**config.mk**
```make
export PLATFORM = sky130hd
export DESIGN_NAME = line_ending_converter
export DESIGN_NICKNAME = d
export VERILOG_FILES = /design/src/hw/rtl/lec_pkg.sv /design/src/hw/rtl/lec_core.sv /design/src/hw/rtl/lec_out_queue.sv /design/src/hw/rtl/line_ending_converter.sv
export VERILOG_INCLUDE_DIRS = /design/src /design/src/hw/rtl
export SDC_FILE = /design/constraint.sdc
export NUM_CORES = 1
export LEC_CHECK = 0
export BUFFER_PORTS_ARGS = -buffer_cell sky130_fd_sc_hd__buf_2
export CELL_PAD_IN_SITES_DETAIL_PLACEMENT = 0
export CELL_PAD_IN_SITES_GLOBAL_PLACEMENT = 1
export CORE_AREA = 2 2 103 75
export DETAILED_ROUTE_END_ITERATION = 10
export DIE_AREA = 0 0 105 77
export HOLD_SLACK_MARGIN = 0.03
export PLACE_DENSITY_LB_ADDON = 0.05
export SYNTH_ARGS = -nofsm -noshare
export SYNTH_HDL_FRONTEND = slang
export SYNTH_SLANG_ARGS = --single-unit
```
**constraint.sdc**
```tcl
create_clock -name clock -period 5.3 [get_ports clock]
set_input_delay 0.795 -clock clock [delete_from_list [all_inputs] [get_ports clock]]
set_output_delay 0.795 -clock clock [all_outputs]
set_load 0.01 [all_outputs]
```
**src/hw/rtl/line_ending_converter_assert.svh**
```systemverilog
// ----------------------------------------------------------------------------
// line ending converter assertion macros
// clocked assertion helpers, empty when SYNTHESIS is defined
// ----------------------------------------------------------------------------
`ifndef LINE_ENDING_CONVERTER_ASSERT_SVH
`define LINE_ENDING_CONVERTER_ASSERT_SVH

`ifndef SYNTHESIS
// checked outside reset
`define LEC_ASSERT(label, prop, msg) \
   label: assert property (@(posedge clock) disable iff (reset) prop) else $error(msg);
// checked on every edge, reset included
`define LEC_ASSERT_ALWAYS(label, prop, msg) \
   label: assert property (@(posedge clock) prop) else $error(msg);
`else
`define LEC_ASSERT(label, prop, msg)
`define LEC_ASSERT_ALWAYS(label, prop, msg)
`endif

`endif

```
**src/hw/rtl/lec_pkg.sv**
```systemverilog
// ----------------------------------------------------------------------------
// lec_pkg
// types and constants shared by the line ending converter
// ----------------------------------------------------------------------------
package lec_pkg;

   localparam logic [1:0] MODE_ADD     = 2'd0;
   localparam logic [1:0] MODE_REMOVE  = 2'd1;
   localparam logic [1:0] MODE_INSPECT = 2'd2;

   localparam logic [1:0] VERDICT_UNIX   = 2'd0;
   localparam logic [1:0] VERDICT_MSDOS  = 2'd1;
   localparam logic [1:0] VERDICT_BINARY = 2'd2;

   localparam logic CSR_MODE  = 1'b0;
   localparam logic CSR_FORCE = 1'b1;

   localparam logic KIND_DATA    = 1'b0;
   localparam logic KIND_VERDICT = 1'b1;

   localparam logic [7:0] CH_TAB     = 8'h09;
   localparam logic [7:0] CH_LF      = 8'h0A;
   localparam logic [7:0] CH_CR      = 8'h0D;
   localparam logic [7:0] CH_CTRLZ   = 8'h1A;
   localparam logic [7:0] CTRL_LIMIT = 8'h20;
   localparam logic [7:0] HIGH_START = 8'h80;

   typedef struct packed {
      logic [7:0] data_byte;
      logic       end_of_file;
   } req_item_type;

   typedef struct packed {
      logic [7:0] out_byte;
      logic       kind;
      logic [1:0] verdict;
      logic       keep_output;
      logic       last;
   } rsp_item_type;

   typedef struct packed {
      logic pending_cr;
      logic pending_ctrl_z;
      logic prev_was_cr;
      logic seen_bare_lf;
      logic seen_crlf;
      logic binary_abort;
   } file_state_type;

   // results of one item handed to the result queue
   typedef struct packed {
      logic [1:0]   count;
      rsp_item_type first;
      rsp_item_type second;
   } push_type;

   function automatic logic is_binary(input logic [7:0] b);
      return (b != CH_TAB) && ((b < CTRL_LIMIT) || (b >= HIGH_START));
   endfunction

endpackage

```
**src/hw/rtl/lec_core.sv**
```systemverilog
// ----------------------------------------------------------------------------
// lec_core
// input register, per-file state and the conversion logic for one item
// ----------------------------------------------------------------------------
`include "line_ending_converter_assert.svh"

module lec_core
   import lec_pkg::*;
(
   input  logic         clock,
   input  logic         reset,
   input  logic         req_valid,
   output logic         req_stall,
   input  req_item_type req_item,
   input  logic [1:0]   mode,
   input  logic         force_cfg,
   input  logic [1:0]   room,
   output push_type     push
);

   logic           a_valid_ff, a_valid_in;
   req_item_type   a_item_ff, a_item_in;
   file_state_type state_ff, state_in;

   file_state_type   st;
   logic [1:0]       ecnt;
   logic [1:0][7:0]  ebytes;
   logic             is_eof;
   logic [1:0]       verdict;
   logic             keep;
   logic             outp;
   logic             frc_eff;
   logic             done;
   logic [7:0]       b;
   logic [1:0]       n_res;
   logic             a_fire;
   rsp_item_type     data0, data1, vitem;

   always_comb begin
      st      = state_ff;
      ecnt    = 2'd0;
      ebytes  = '0;
      verdict = VERDICT_UNIX;
      keep    = 1'b0;
      done    = 1'b0;
      b       = a_item_ff.data_byte;
      is_eof  = a_item_ff.end_of_file;
      outp    = (mode == MODE_REMOVE);
      frc_eff = outp && force_cfg;
      if (is_eof) begin
         if (outp && !state_ff.binary_abort && state_ff.pending_cr) begin
            ebytes[0] = CH_CR;
            ecnt      = 2'd1;
         end
         if (state_ff.binary_abort) begin
            verdict = VERDICT_BINARY;
         end else if (mode == MODE_ADD) begin
            if (force_cfg) begin
               verdict = VERDICT_UNIX;
               keep    = 1'b1;
            end else if (state_ff.seen_crlf) begin
               verdict = VERDICT_MSDOS;
            end else if (state_ff.seen_bare_lf) begin
               verdict = VERDICT_UNIX;
               keep    = 1'b1;
            end else begin
               verdict = VERDICT_BINARY;
            end
         end else begin
            if (frc_eff) begin
               verdict = VERDICT_MSDOS;
               keep    = 1'b1;
            end else if (state_ff.seen_bare_lf) begin
               verdict = VERDICT_UNIX;
            end else if (state_ff.seen_crlf) begin
               verdict = VERDICT_MSDOS;
               keep    = outp;
            end else begin
               verdict = VERDICT_BINARY;
            end
         end
         st = '0;
      end else if (state_ff.binary_abort) begin
         // aborted file: bytes are dropped until the end item
      end else if (mode == MODE_ADD) begin
         st.pending_cr     = 1'b0;
         st.pending_ctrl_z = 1'b0;
         if (b == CH_CR) begin
            st.prev_was_cr = 1'b1;
            ebytes[0]      = CH_CR;
            ecnt           = 2'd1;
         end else begin
            if (b == CH_LF) begin
               st.seen_crlf    = state_ff.seen_crlf | state_ff.prev_was_cr;
               st.seen_bare_lf = 1'b1;
               ebytes[0]       = CH_CR;
               ebytes[1]       = CH_LF;
               ecnt            = 2'd2;
            end else if (is_binary(b) && !force_cfg) begin
               st.binary_abort = 1'b1;
            end else begin
               ebytes[0] = b;
               ecnt      = 2'd1;
            end
            st.prev_was_cr = 1'b0;
         end
      end else begin
         if (state_ff.pending_ctrl_z) begin
            st.pending_ctrl_z = 1'b0;
            if (!frc_eff) begin
               // a ctrl-z that is not the last byte makes the file binary
               st.binary_abort = 1'b1;
               st.pending_cr   = 1'b0;
               done            = 1'b1;
            end else begin
               ebytes[ecnt[0]] = CH_CTRLZ;
               ecnt            = ecnt + 2'd1;
            end
         end
         if (!done && state_ff.pending_cr) begin
            st.pending_cr = 1'b0;
            if (b == CH_LF) begin
               st.seen_crlf = 1'b1;
               if (outp) begin
                  ebytes[ecnt[0]] = CH_LF;
                  ecnt            = ecnt + 2'd1;
               end
               done = 1'b1;
            end else if (outp) begin
               ebytes[ecnt[0]] = CH_CR;
               ecnt            = ecnt + 2'd1;
            end
         end
         if (!done) begin
            if (b == CH_CR) begin
               st.pending_cr = 1'b1;
            end else if (b == CH_LF) begin
               st.seen_bare_lf = 1'b1;
               if (outp) begin
                  ebytes[ecnt[0]] = CH_LF;
                  ecnt            = ecnt + 2'd1;
               end
            end else if (is_binary(b)) begin
               if (b == CH_CTRLZ) begin
                  st.pending_ctrl_z = 1'b1;
               end else if (!frc_eff) begin
                  st.binary_abort   = 1'b1;
                  st.pending_cr     = 1'b0;
                  st.pending_ctrl_z = 1'b0;
               end else begin
                  ebytes[ecnt[0]] = b;
                  ecnt            = ecnt + 2'd1;
               end
            end else if (outp) begin
               ebytes[ecnt[0]] = b;
               ecnt            = ecnt + 2'd1;
            end
         end
      end
   end

   always_comb begin
      data0 = '{out_byte: ebytes[0], kind: KIND_DATA, verdict: VERDICT_UNIX,
                keep_output: 1'b0, last: 1'b0};
      data1 = '{out_byte: ebytes[1], kind: KIND_DATA, verdict: VERDICT_UNIX,
                keep_output: 1'b0, last: 1'b0};
      vitem = '{out_byte: 8'h00, kind: KIND_VERDICT, verdict: verdict,
                keep_output: keep, last: 1'b1};
      n_res = is_eof ? (ecnt + 2'd1) : ecnt;
      a_fire = a_valid_ff && (n_res <= room);
      req_stall = a_valid_ff && !a_fire;
      push.count  = a_fire ? n_res : 2'd0;
      push.first  = (is_eof && (ecnt == 2'd0)) ? vitem : data0;
      push.second = is_eof ? vitem : data1;
   end

   always_comb begin
      a_valid_in = a_valid_ff && !a_fire;
      a_item_in  = a_item_ff;
      if (!req_stall) begin
         a_valid_in = req_valid;
         a_item_in  = req_item;
      end
      state_in = a_fire ? st : state_ff;
   end

   always_ff @(posedge clock) begin
      if (reset) begin
         a_valid_ff <= 1'b0;
         state_ff   <= '0;
      end else begin
         a_valid_ff <= a_valid_in;
         state_ff   <= state_in;
      end
      a_item_ff <= a_item_in;
   end

   `LEC_ASSERT(a_eof_clears_state, a_fire && a_item_ff.end_of_file |=> state_ff == '0,
               "per-file state not cleared after end item")
   `LEC_ASSERT(a_abort_silent,
               a_fire && state_ff.binary_abort && !a_item_ff.end_of_file |-> push.count == 2'd0,
               "aborted file produced data")
   `LEC_ASSERT(a_no_overflow, push.count <= room,
               "more results pushed than queue room")

endmodule

```
**src/hw/rtl/lec_out_queue.sv**
```systemverilog
// ----------------------------------------------------------------------------
// lec_out_queue
// two-entry result buffer that drives the result channel
// ----------------------------------------------------------------------------
`include "line_ending_converter_assert.svh"

module lec_out_queue
   import lec_pkg::*;
(
   input  logic         clock,
   input  logic         reset,
   input  push_type     push,
   output logic [1:0]   room,
   output logic         rsp_valid,
   input  logic         rsp_stall,
   output rsp_item_type rsp_item
);

   logic [1:0]   cnt_ff, cnt_in;
   rsp_item_type q0_ff, q0_in, q1_ff, q1_in;
   logic         pop;
   logic [1:0]   kept;

   always_comb begin
      pop       = (cnt_ff != 2'd0) && !rsp_stall;
      rsp_valid = (cnt_ff != 2'd0);
      rsp_item  = q0_ff;
      unique case (cnt_ff)
         2'd0:    room = 2'd2;
         2'd1:    room = pop ? 2'd2 : 2'd1;
         2'd2:    room = pop ? 2'd1 : 2'd0;
         default: room = 2'd0;
      endcase
      kept  = pop ? (cnt_ff - 2'd1) : cnt_ff;
      q0_in = pop ? q1_ff : q0_ff;
      q1_in = q1_ff;
      if (push.count != 2'd0) begin
         if (kept == 2'd0) begin
            q0_in = push.first;
         end else begin
            q1_in = push.first;
         end
      end
      if (push.count == 2'd2) begin
         q1_in = push.second;
      end
      cnt_in = kept + push.count;
   end

   always_ff @(posedge clock) begin
      if (reset) begin
         cnt_ff <= 2'd0;
      end else begin
         cnt_ff <= cnt_in;
      end
      q0_ff <= q0_in;
      q1_ff <= q1_in;
   end

   `LEC_ASSERT(a_cnt_range, cnt_ff != 2'd3, "result queue count out of range")
   `LEC_ASSERT(a_cnt_track, push.count == 2'd0 && pop |=> cnt_ff == $past(cnt_ff) - 2'd1,
               "result queue count lost an entry")

endmodule

```
**src/hw/rtl/line_ending_converter.sv**
```systemverilog
// ----------------------------------------------------------------------------
// line_ending_converter
// CR/LF line ending converter: add, remove or inspect, with binary detection
// ----------------------------------------------------------------------------
// path: an accepted item passes the input register, then the result queue, before
//    its first result; a second result of the same item follows it from the queue
// throughput: one item per cycle while the result queue has room; an item with two
//    results holds the input until the two-entry result queue has room for both
// reset: synchronous, clears mode, force, per-file state, the input register
//    and the result queue
`include "line_ending_converter_assert.svh"

module line_ending_converter
   import lec_pkg::*;
(
   input  logic         clock,
   input  logic         reset,
   input  logic         req_valid,
   output logic         req_stall,
   input  req_item_type req_item,
   output logic         rsp_valid,
   input  logic         rsp_stall,
   output rsp_item_type rsp_item,
   input  logic         csr_valid,
   output logic         csr_ready,
   input  logic         csr_index,
   input  logic [1:0]   csr_wdata
);

   logic [1:0] mode_ff, mode_in;
   logic       force_ff, force_in;
   logic [1:0] room;
   push_type   push;

   always_comb begin
      csr_ready = 1'b1;
      mode_in   = mode_ff;
      force_in  = force_ff;
      if (csr_valid) begin
         unique case (csr_index)
            CSR_MODE:  mode_in  = csr_wdata;
            CSR_FORCE: force_in = csr_wdata[0];
            default:   mode_in  = mode_ff;
         endcase
      end
   end

   always_ff @(posedge clock) begin
      if (reset) begin
         mode_ff  <= MODE_ADD;
         force_ff <= 1'b0;
      end else begin
         mode_ff  <= mode_in;
         force_ff <= force_in;
      end
   end

   lec_core u_core (
      .clock     (clock),
      .reset     (reset),
      .req_valid (req_valid),
      .req_stall (req_stall),
      .req_item  (req_item),
      .mode      (mode_ff),
      .force_cfg (force_ff),
      .room      (room),
      .push      (push)
   );

   lec_out_queue u_out_queue (
      .clock     (clock),
      .reset     (reset),
      .push      (push),
      .room      (room),
      .rsp_valid (rsp_valid),
      .rsp_stall (rsp_stall),
      .rsp_item  (rsp_item)
   );

   `LEC_ASSERT(a_verdict_last, rsp_valid && rsp_item.kind == KIND_VERDICT |-> rsp_item.last,
               "verdict word without last")

endmodule
```
==> impl_summary.txt <==
----------------------------------------------------
[Outcome]
  Run status ... completed

[Layout]
  Number of nets in the final layout ... about 410
  Synth-to-layout area growth ... 10.8%
  Multi-input logic area ... ~1800 um2
  Antenna diode count ... 0
  Number of inserted filler cells in the final layout ... roughly 730
  Fraction of layout instances using a drive strength above 1 ... 0.160
  Sequential cell area in the final layout ... 1130 um2

[Yosys]
  Proportion of synthesized chip area in sequential cells ... 0.364
  Synthesized instance count ... 355
  Post-Syn Area ... 3110 um2
  Synth Register Bits ... 46
  Fraction of synthesis flops using an asynchronous set or reset pin ... 0
  Number of enable-type register cells in the synthesized netlist ... 21
  Cell accounting for the most synthesized area ... sky130_fd_sc_hd__edfxtp_1
  Area fraction of the dominant cell type after synthesis ... 0.203
  Post-synth net total ... ~380
  Top flip-flop cell by instance count after synthesis ... sky130_fd_sc_hd__dfxtp_1
  Mean instance size in the synthesized netlist ... 8.75 um2
  Warning count from the yosys run ... 0
  Top cells by area, synth ... sky130_fd_sc_hd__edfxtp_1, sky130_fd_sc_hd__dfxtp_1, sky130_fd_sc_hd__mux2i_1, sky130_fd_sc_hd__ha_1, sky130_fd_sc_hd__nand2_1
  Number of library cell types mapped by synthesis ... 65

[Worst setup path]
  WP data required ... 4.51 ns
  Depth of the worst register-to-register path ... 18
  Crit. End Element ... output port
  Peak fanout along the critical path ... 10
  Crit Reg-Reg Endpoint ... u_out_queue.q1_ff[11]
  Startpoint of the worst-slack reg-to-reg timing path ... mode_ff[0]
  Kind of start point of the critical path ... flop
  Worst reg-to-reg setup slack ... 0.47 ns
  Data arrival time of the worst path ... 4.04 ns
  Classification of the worst setup path ... flop to output port

[STA]
  Final setup viols ... 0
  Fmax ... 207 MHz
  Total negative setup slack ... 0 ns
  Final-report hold violation count ... 0
  Transition time of the tightest slew-check pin ... just under 1 ns
  Setup Skew ... 0.0120 ns
  Min Clock Period, post-route ... 4.83 ns
  Final Slew Violations ... 0
  Max_slew headroom ... 0.352
  Worst path setup slack after routing ... 0.470 ns
  Unrepaired setup endpoints after global routing ... no
  Final worst-path cycle share ... 0.911

[Min path]
  Path type of the worst min-delay path ... flop to flop
  Cell depth of the worst min-delay path ... 2
  Start point of the worst hold path ... u_core.state_ff[3]
  Capture endpoint of the worst hold path ... u_core.state_ff[3]

[CTS]
  Maximum clock path buffer count ... 2
  Root buffer cell ... sky130_fd_sc_hd__clkbuf_8
  Post-cts gate resize count ... 0
  Source-to-sink clock delay at the later pin of the worst-skew pair ... 0.31 ns
  Post-CTS setup repair buffer count ... 0
  CTS Buf Count ... 5
  Clock Sink Count ... 46
  Clock tree from TritonCTS ... done
  Clock slew at reported path FFs ... 0.09 ns
  CTS HTree Levels ... 2
  Count of hold-fix buffers inserted at cts ... 0

[Pwr]
  Fraction of power consumed by combinational cells ... 0.410
  VDD IR-drop max ... 0.192 mV
  Power dissipated by switching net loads ... 0.508 mW
  Switching power as a share of total power ... 0.391
  Total power per unit cell area ... 377 nW/um2
  Int Power ... 0.791 mW
  Part of the total power dissipated in the clock network ... 0.176
  Leakage power summed over all cells ... 1.29 nW
  Sequential share of power ... 0.414

[Global route]
  Global routing met3 resource utilization ... 0.0502
  Busiest grt layer ... met1
  Total routing usage reported by global routing ... 0.224
  Met1 Track Usage GR ... 0.336
  Global-route wire length before repair ... 14100 um
  Met2 demand-to-capacity share in global routing ... 0.334
  Sum of overflow across all layers after global routing ... 0
  Antenna violations before repair ... 0
  Via count of the first global-routing pass ... 2650
  Pin count of the biggest net entering global routing ... 24

[Drt]
  DR vias ... roughly 2.8k
  Wirelength per Cell ... 18.3 um
  DRC violation count after routing ... 0
  First DRT Iteration DRCs ... 248
  Via density ... roughly 5.8
  Count of antenna-violating nets left after detailed routing ... 0
  First-pass iteration count of the detailed router ... 5
  Routed wire length ... 8790 um

[Placement]
  Worst slack after detailed placement ... 0.517 ns
  Dpl hpwl ... 6680 um
  Count of buffers from port buffering ... 31
  Final RePlAce weighted congestion ... 0.916

[Floorplanning]
  Top Ports ... 33
  Starting density of the core ... 0.438
  Vertical die dimension ... 77 um
  Width of the chip ... ~110 um
  Full die area ... a little over 8000 um2
  Core footprint ... 7090 um2
  Std cell rows ... 26

[Flow run]
  Maximum Capacitance Violations ... 0

----------------------------------------------------
-- synth_stat cells, types with 3 or more instances --
library cell,n
sky130_fd_sc_hd__mux2i_1,25
sky130_fd_sc_hd__a21boi_0,4
sky130_fd_sc_hd__and2_1,3
sky130_fd_sc_hd__a21oi_1,20
sky130_fd_sc_hd__ha_1,11
sky130_fd_sc_hd__nor2_1,33
sky130_fd_sc_hd__nor2b_1,11
sky130_fd_sc_hd__dfxtp_1,25
sky130_fd_sc_hd__nor3_1,11
sky130_fd_sc_hd__mux2_2,4
sky130_fd_sc_hd__xnor2_1,5
sky130_fd_sc_hd__a211oi_1,3
sky130_fd_sc_hd__clkbuf_1,17
sky130_fd_sc_hd__o21ai_0,18
sky130_fd_sc_hd__nor4_1,4
sky130_fd_sc_hd__a22oi_1,3
sky130_fd_sc_hd__o21ai_1,6
sky130_fd_sc_hd__edfxtp_1,21
sky130_fd_sc_hd__a31oi_1,3
sky130_fd_sc_hd__nand2b_1,4
sky130_fd_sc_hd__nand3_1,11
sky130_fd_sc_hd__a21o_1,3
sky130_fd_sc_hd__o211ai_1,6
sky130_fd_sc_hd__nand2_1,33
sky130_fd_sc_hd__or3_1,3
sky130_fd_sc_hd__o21a_1,3
sky130_fd_sc_hd__inv_1,12
sky130_fd_sc_hd__and3_1,5
-- final cells by class --
class / instances / area share
clock buffer: 5 / 0.0200
inverter: 12 / 0.0131
sequential: 46 / 0.329
timing repair buffer: 40 / 0.0647
clock inverter: 3 / 0.00727
tap: 98 / 0.0356
multi-input combinational: 275 / 0.531
-- worst max-delay path by stage --
stage	cells past startpoint	slack (ns)	from	to
after floorplan	18	0.86	mode_ff[0]	u_out_queue.q1_ff[0]
after global placement	17	0.60	mode_ff[0]	u_out_queue.q1_ff[12]
after detailed placement	18	0.52	mode_ff[0]	u_out_queue.q1_ff[11]
after CTS	17	0.49	mode_ff[0]	req_stall
after global routing	18	0.05	mode_ff[0]	u_out_queue.q1_ff[11]
final	17	0.47	mode_ff[0]	req_stall
-- metal layers --
metal,part of all wire,vias up
met1,0.51,1310
met2,0.42,92
met3,0.059,11
li1,-,1364
met4,0.011,0
met5,0,-
-- kinds of logic after synthesis --
logic type                 after synthesis  share of synthesized area
adders and majority gates               11                     0.0443
AOI/OAI and AO/OA                       94                      0.211
xor gates and xnor gates                 5                     0.0141
muxes                                   29                     0.0950
buffers and inverters                   34                     0.0479
other                                    1                    0.00121
and+or+nand+nor                        135                      0.222
DFF                                     46                      0.364
-- power groups by stage --
stage                     Combinational, mW  Sequential (mW)  Clock, mW
final                                 0.533            0.538      0.229
after global routing                  0.590            0.550      0.255
after CTS                             0.533            0.537      0.236
after detailed placement              0.529            0.544          0
after global placement                0.531            0.543          0
after floorplan                       0.367            0.538          0
-- layout by cell type, fill, tap and decap left out, drive strengths merged, types with 2 or more instances in the layout --
cell type and n:
a32oi 2, ha 11, nand4 2, a211oi 3, mux2 4, nand2b 4, or3 3, and3 5
and2 3, o31a 2, o211ai 6, or4 2, o21ai 24, nor2 33, a211o 2, a31oi 4
nand4b 2, a2111oi 3, o21a 3, xnor2 5, inv 13, nand3 11, a21oi 20, a221oi 2
clkbuf 5, a22oi 3, o311ai 2, nor3 11, edfxtp 21, nor2b 11, or2 3, a21boi 5
a21o 3, dfxtp 25, mux2i 25, nor4 5, buf 40, nand2 33
-- stage by stage --
step / instances / util / hold WS, ns / instance area, um2 / power [mW]
after detailed placement: 471 / 0.472 / 0.482 / 3350 / 1.07
after global routing: 479 / 0.485 / 0.548 / 3440 / 1.40
after floorplan: 355 / - / 0.454 / 3110 / 0.905
final: 479 / 0.485 / 0.507 / 3440 / 1.30
after global placement: 471 / 0.472 / 0.489 / 3350 / 1.07
after CTS: 479 / 0.485 / 0.511 / 3440 / 1.31
-- critical path: stages, from the launching register on --
cell	delay, ns
sky130_fd_sc_hd__dfxtp_1	0.55
sky130_fd_sc_hd__nand3b_1	0.19
sky130_fd_sc_hd__nor2_1	0.21
sky130_fd_sc_hd__ha_1	0.28
sky130_fd_sc_hd__mux2_2	0.28
sky130_fd_sc_hd__a21boi_2	0.21
sky130_fd_sc_hd__xnor2_1	0.17
sky130_fd_sc_hd__a31oi_1	0.09
sky130_fd_sc_hd__or3_1	0.34
sky130_fd_sc_hd__a21oi_1	0.17
sky130_fd_sc_hd__ha_1	0.32
sky130_fd_sc_hd__ha_1	0.32
sky130_fd_sc_hd__nand2_1	0.06
sky130_fd_sc_hd__o21ai_0	0.15
sky130_fd_sc_hd__inv_1	0.09
sky130_fd_sc_hd__nand2_1	0.11
sky130_fd_sc_hd__inv_1	0.08
sky130_fd_sc_hd__buf_2	0.12
-- flip-flops by register name (all words and copies together) (netlist names) --
| signal | flops |
|---|---|
| u_core.a_valid_ff | 1 |
| force_ff | 1 |
| u_core.b | 8 |
| u_core.is_eof | 1 |
| u_out_queue.q1_ff | 12 |
| u_out_queue.rsp_item | 13 |
| u_core.state_ff | 6 |
| mode_ff | 2 |
| u_out_queue.cnt_ff | 2 |
Note: power is estimated with default switching activity, not from simulation.
